`src/hw/rtl/bhms_pkg.sv`:
```
`timescale 1ns / 1ps
// Shared constants, types and control words for the binned hit membership set.
package bhms_pkg;

  localparam int BUCKETS_DEF = 1024;
  localparam int WAYS_DEF    = 8;

  localparam int OP_W   = 2;
  localparam int CH_W   = 16;
  localparam int PT_W   = 20;
  localparam int FILL_W = 4;
  localparam int ENT_W  = CH_W + PT_W;

  typedef enum logic [OP_W-1:0] {
    OP_CLEAR  = 2'd0,
    OP_INSERT = 2'd1,
    OP_QUERY  = 2'd2
  } op_t;

  // channel / 50 as (channel * 83887) >> 22, exact over 16 bits
  localparam int                CH_RECIP_W = 17;
  localparam logic [CH_RECIP_W-1:0] CH_RECIP = 17'd83887;
  localparam int                CH_PROD_W  = CH_W + CH_RECIP_W;

  // peak_time / 4000 as ((peak_time >> 5) * 33555) >> 22, exact over 20 bits
  localparam int                PT_PRE     = 5;
  localparam int                PT_Q_W     = PT_W - PT_PRE;
  localparam int                PT_RECIP_W = 16;
  localparam logic [PT_RECIP_W-1:0] PT_RECIP = 16'd33555;
  localparam int                PT_PROD_W  = PT_Q_W + PT_RECIP_W;

  localparam int DIV_SHIFT = 22;
  localparam int X_W       = CH_PROD_W - DIV_SHIFT;
  localparam int Y_W       = PT_PROD_W - DIV_SHIFT;
  localparam int S_W       = 11;
  localparam int SQ_W      = 2 * S_W;
  localparam int CELL_W    = 21;

  typedef struct packed {
    logic load;
    logic div;
    logic pair;
    logic sq;
    logic cell_load;
    logic mod_step;
    logic fill_rd;
    logic fill_wr;
    logic sweep;
    logic scan_rd;
    logic scan_adv;
    logic res_load;
    logic res_found;
    logic res_dropped;
  } cmd_t;

  typedef struct packed {
    logic is_clear;
    logic is_insert;
    logic is_query;
    logic pow2;
    logic mod_last;
    logic sweep_last;
    logic full;
    logic scan_empty;
    logic scan_last;
    logic match;
    logic out_free;
  } sts_t;

endpackage

```
`src/hw/rtl/bhms_ctrl.sv`:
```
`timescale 1ns / 1ps
// Controller state machine sequencing clear, insert and query words.
module bhms_ctrl (
  input  logic           clk,
  input  logic           rst,
  input  logic           req_valid,
  output logic           req_ready,
  input  bhms_pkg::sts_t sts,
  output bhms_pkg::cmd_t cmd
);

  typedef enum logic [12:0] {
    ST_INIT     = 13'b0000000000001,
    ST_IDLE     = 13'b0000000000010,
    ST_DIV      = 13'b0000000000100,
    ST_PAIR     = 13'b0000000001000,
    ST_SQ       = 13'b0000000010000,
    ST_CELL     = 13'b0000000100000,
    ST_MOD      = 13'b0000001000000,
    ST_FILL_RD  = 13'b0000010000000,
    ST_FILL_CHK = 13'b0000100000000,
    ST_SCAN_RD  = 13'b0001000000000,
    ST_SCAN_CMP = 13'b0010000000000,
    ST_CLEAR    = 13'b0100000000000,
    ST_RESULT   = 13'b1000000000000
  } state_t;

  state_t state;
  state_t state_next;
  logic   found;
  logic   found_next;
  logic   dropped;
  logic   dropped_next;

  always_ff @(posedge clk) begin
    if (rst) begin
      state <= ST_INIT;
    end else begin
      state <= state_next;
    end
  end

  always_ff @(posedge clk) begin
    found   <= found_next;
    dropped <= dropped_next;
  end

  always_comb begin
    state_next   = state;
    found_next   = found;
    dropped_next = dropped;
    cmd          = '0;
    req_ready    = 1'b0;
    unique case (state)
      ST_INIT: begin
        cmd.sweep = 1'b1;
        if (sts.sweep_last) begin
          state_next = ST_IDLE;
        end
      end
      ST_IDLE: begin
        req_ready = 1'b1;
        if (req_valid) begin
          cmd.load   = 1'b1;
          state_next = ST_DIV;
        end
      end
      ST_DIV: begin
        found_next   = 1'b0;
        dropped_next = 1'b0;
        priority if (sts.is_clear) begin
          state_next = ST_CLEAR;
        end else if (sts.is_insert || sts.is_query) begin
          cmd.div    = 1'b1;
          state_next = ST_PAIR;
        end else begin
          state_next = ST_RESULT;
        end
      end
      ST_PAIR: begin
        cmd.pair   = 1'b1;
        state_next = ST_SQ;
      end
      ST_SQ: begin
        cmd.sq     = 1'b1;
        state_next = ST_CELL;
      end
      ST_CELL: begin
        cmd.cell_load = 1'b1;
        state_next    = sts.pow2 ? ST_FILL_RD : ST_MOD;
      end
      ST_MOD: begin
        cmd.mod_step = 1'b1;
        if (sts.mod_last) begin
          state_next = ST_FILL_RD;
        end
      end
      ST_FILL_RD: begin
        cmd.fill_rd = 1'b1;
        state_next  = ST_FILL_CHK;
      end
      ST_FILL_CHK: begin
        priority if (sts.is_insert) begin
          if (sts.full) begin
            dropped_next = 1'b1;
          end else begin
            cmd.fill_wr = 1'b1;
          end
          state_next = ST_RESULT;
        end else if (sts.scan_empty) begin
          state_next = ST_RESULT;
        end else begin
          state_next = ST_SCAN_RD;
        end
      end
      ST_SCAN_RD: begin
        cmd.scan_rd = 1'b1;
        state_next  = ST_SCAN_CMP;
      end
      ST_SCAN_CMP: begin
        priority if (sts.match) begin
          found_next = 1'b1;
          state_next = ST_RESULT;
        end else if (sts.scan_last) begin
          state_next = ST_RESULT;
        end else begin
          cmd.scan_adv = 1'b1;
          state_next   = ST_SCAN_RD;
        end
      end
      ST_CLEAR: begin
        cmd.sweep = 1'b1;
        if (sts.sweep_last) begin
          state_next = ST_RESULT;
        end
      end
      ST_RESULT: begin
        if (sts.out_free) begin
          cmd.res_load    = 1'b1;
          cmd.res_found   = found;
          cmd.res_dropped = dropped;
          state_next      = ST_IDLE;
        end
      end
      default: begin
        state_next = ST_INIT;
      end
    endcase
  end

endmodule

```
`config.mk`:
```
export PLATFORM = sky130hd
export DESIGN_NAME = bhms_ctrl
export DESIGN_NICKNAME = d
export VERILOG_FILES = /design/src/hw/rtl/bhms_pkg.sv /design/src/hw/rtl/bhms_ctrl.sv
export SDC_FILE = /design/constraint.sdc
export NUM_CORES = 1
export LEC_CHECK = 0
export BUFFER_PORTS_ARGS = -buffer_cell sky130_fd_sc_hd__buf_2
export CAP_MARGIN = 20
export CORE_MARGIN = 5
export CORE_UTILIZATION = 55
export DETAILED_ROUTE_END_ITERATION = 8
export PLACE_DENSITY_LB_ADDON = 0.25
export SLEW_MARGIN = 15
export SYNTH_ARGS = -nofsm -noshare
export SYNTH_HDL_FRONTEND = slang
export SYNTH_SLANG_ARGS = --single-unit
```
`constraint.sdc`:
```
create_clock -name clk -period 3.54 [get_ports clk]
set_input_delay 0.708 -clock clk [delete_from_list [all_inputs] [get_ports clk]]
set_output_delay 0.708 -clock clk [all_outputs]
set_load 0.005 [all_outputs]
```
==> metrics.md <==
| Metric | Value |
|---|---|
| CTS tree | `built` |
| Post-DP HPWL | `slightly above 2000 um` |
| Top-area cell type share of the netlist area | `around a quarter` |
| Initial core utilization | `between 50% and 60%` |
| Worst R2R Start | `state[0]` |
| Clk_lat worst skew | `0.28 ns` |
| Hold Path Origin | `state[0]` |
| Initial DRC count | `27` |
| FMAX | `between 300 and 400 MHz` |
| Pleak | `roughly 0.5 nW` |
| Area Growth Syn to Fin | `14.5%` |
| Period utilisation layout | `about 85%` |
| DRC viols | `0` |
| Synth warnings | `0` |
| Row cnt | `15` |
| Clock power frac | `18.9%` |
| Antenna violations before repair | `0` |
| Post-CTS sizing | `0` |
| Die width | `roughly 53 um` |
| Via count | `roughly 1,000` |
| Synth area leaders | `dfxtp_1 (25%), edfxtp_1 (5.8%), nor2_1 (5.1%)` |
| Final hold violation count | `0` |
| # hold bufs at CTS | `0` |
| Fin Setup TNS | `0 ns` |
| Worst hold path type | `reg2reg` |
| Reg power frac | `between 30% and 40%` |
| Global-route wire length before repair | `about 4000 um` |
| Post CTS Setup Buffer Count | `0` |
| Final setup skew | `about 0.002 ns` |
| Reg clk slew, reported paths | `around 0.090 ns` |
| GRT Total Usage | `20.3%` |
| Slew Limit Fails | `0` |
| Worst-Margin Slew | `roughly 0.86 ns` |
| Yosys reg bits | `15` |
| Mapped Cells | `~120` |
| DR WL/cell | `roughly 15 um` |
| Num CTS Buffers | `3` |
| Grt ovf | `0` |
| IO buf count | `28` |
| Final min period | `3.00 ns` |
| Comb pwr share | `between 40 and 50%` |
| # IOs | `29` |
| Clock tree buffer depth | `2` |
| Fillers | `161` |
| Post-Syn Area | `1030 sq um` |
| Post-route ant nets | `0` |
| Final Routed Wirelength | `~2500 um` |
| Sw frac | `just under 40%` |
| WS Path Type | `reg2out` |
| Headroom to the max-slew limit | `between 40 and 50%` |
| RSZ-0062 raised after global routing | `no` |
| Status | `finished clean` |
| Worst Path Required | `between 2 and 3 ns` |
| Die H | `approximately 53 um` |
| Synth unique cells | `46` |
| Core footprint | `1750 sq um` |
| Vias/cell | `around 6.1` |
| CP Capture Point | `cmd[12]` |
| Maxcap violations | `0` |
| Share of layout cells above drive strength 1 | `roughly 30%` |
| Post-synth top area cell | `dfxtp_1` |
| P_sw | `roughly 0.21 mW` |
| Diode count | `0` |
| Gpl congestion | `roughly 0.92` |
| Total clock sinks | `15` |
| DR pass1 iterations | `4` |
| Crit path DAT | `about 2.3 ns` |
| Setup-failing EPs final | `0` |
| Setup WS post-layout | `about 0.54 ns` |
| Crit start category | `register` |
| Critical Path Fanout Max | `7` |
| Die area | `roughly 2800 sq um` |
| Final nets | `160` |
| CTS H-tree depth | `1` |
| Syn_area_per_cell | `around 8.6 sq um` |
| Root Buffer | `clkbuf_4` |
| Cell depth of the worst flop-to-flop path | `6` |
| Vias in the first global route | `894` |
| Mapped Nets | `about 130` |
| Setup crit end kind | `output port` |
| Place WS | `approximately 0.88 ns` |
| Reg2Reg Setup Slack | `about 1.1 ns` |
| Register area share after synthesis | `just over 30%` |
| Crit path from | `state[10]` |
| Largest net degree at the start of global routing | `10` |
| Reg-to-Reg End | `state[7]` |
| Int Power | `~0.32 mW` |
| Peak VDD IR | `between 0.0003 and 0.0004 V` |
| Power per cell area | `around 440 nW/um^2` |
power by group through the flow:
stage	sequential (mW)	clock, mW	combinational [mW]
2_1_floorplan	0.201	0	0.159
3_3_place_gp	0.205	0	0.218
3_5_place_dp	0.206	0	0.220
4_1_cts	0.202	0.100	0.222
5_1_grt	0.205	0.107	0.243
6_report	0.202	0.0991	0.222
Yosys cell counts, drive strengths merged:
cell,instances
nand4,1
o21a,1
and4b,1
clkbuf,1
o311ai,1
and4,5
o21ai,3
inv,5
o22ai,1
a21boi,1
nand3b,1
dfxtp,13
a41oi,1
a21o,1
xor2,3
a32oi,1
nand2,6
nor2b,1
nor4b,2
a221oi,1
nor2,14
and2,3
a21oi,5
nor3b,6
nor3,10
or4b,2
or2,1
a31oi,1
xnor2,1
o31ai,1
o2111a,1
or4,3
nand4b,2
o41ai,1
buf,5
or3,1
nor4,7
nand3,3
edfxtp,2
registers in the layout, indices dropped and copies added (netlist names):
| signal | cells |
|---|---|
| dropped | 1 |
| found | 1 |
| state | 13 |
cell usage in the layout (no fill, tap or decap), types with 4 or more instances in the layout:
master	synthesis	routed
a21oi_1	5	5
and4_1	4	4
buf_2	0	28
dfxtp_1	13	13
inv_1	5	5
nand2_1	6	6
nor2_1	14	14
nor3_1	10	10
nor3b_1	6	6
nor4_1	5	5
cells by family (layout without fill, tap and decap cells):
kind of cell | Yosys count | after routing | synth area share, %
AOI/OAI and AO/OA | 20 | 20 | 14.7
xor gates and xnor gates | 4 | 4 | 3.41
DFF | 15 | 15 | 31.2
and+or+nand+nor | 69 | 69 | 44.1
buffers and inverters | 11 | 37 | 6.58
worst min-delay path by stage:
stage          endpoint  slack [ns]  cells past startpoint
2_1_floorplan  state[0]        0.51                      1
3_3_place_gp   state[0]        0.54                      1
3_5_place_dp   state[0]        0.56                      1
4_1_cts        state[0]        0.57                      1
5_1_grt        state[0]        0.59                      1
6_report       state[0]        0.57                      1
through the flow:
stage	hold slack, ns	area (sq um)	utilization, %	total power, mW	std cells
2_1_floorplan	0.508	1030	-	0.361	119
3_3_place_gp	0.541	1150	65.9	0.422	166
3_5_place_dp	0.556	1150	65.9	0.426	166
4_1_cts	0.569	1180	67.4	0.524	170
5_1_grt	0.590	1180	67.4	0.555	170
6_report	0.570	1180	67.4	0.523	170
metal layers:
layer | up-vias | global-route usage (%) | share of wire (%)
li1 | 508 | - | -
met1 | 482 | 28.4 | 45
met2 | 47 | 29.0 | 45
met3 | 4 | 4.23 | 7.9
met4 | 0 | 10.2 | 1.5
met5 | - | 0 | 0
final cells by class:
cell class,count,area (sq um),share of cell area (%)
Inverter,5,18.8,1.60
Clock buffer,4,26.3,2.23
Timing Repair Buffer,28,140,11.9
Sequential cell,15,320,27.2
Tap cell,25,31.3,2.66
Multi-Input combinational cell,93,639,54.4
worst max-delay path: stages, from the launching register on:
cell,delay [ns]
dfxtp_1,0.38
or4_4,0.59
nor4_1,0.35
nand4b_1,0.30
nor3_1,0.24
buf_2,0.14
Note: power is estimated with default switching activity, not from simulation.
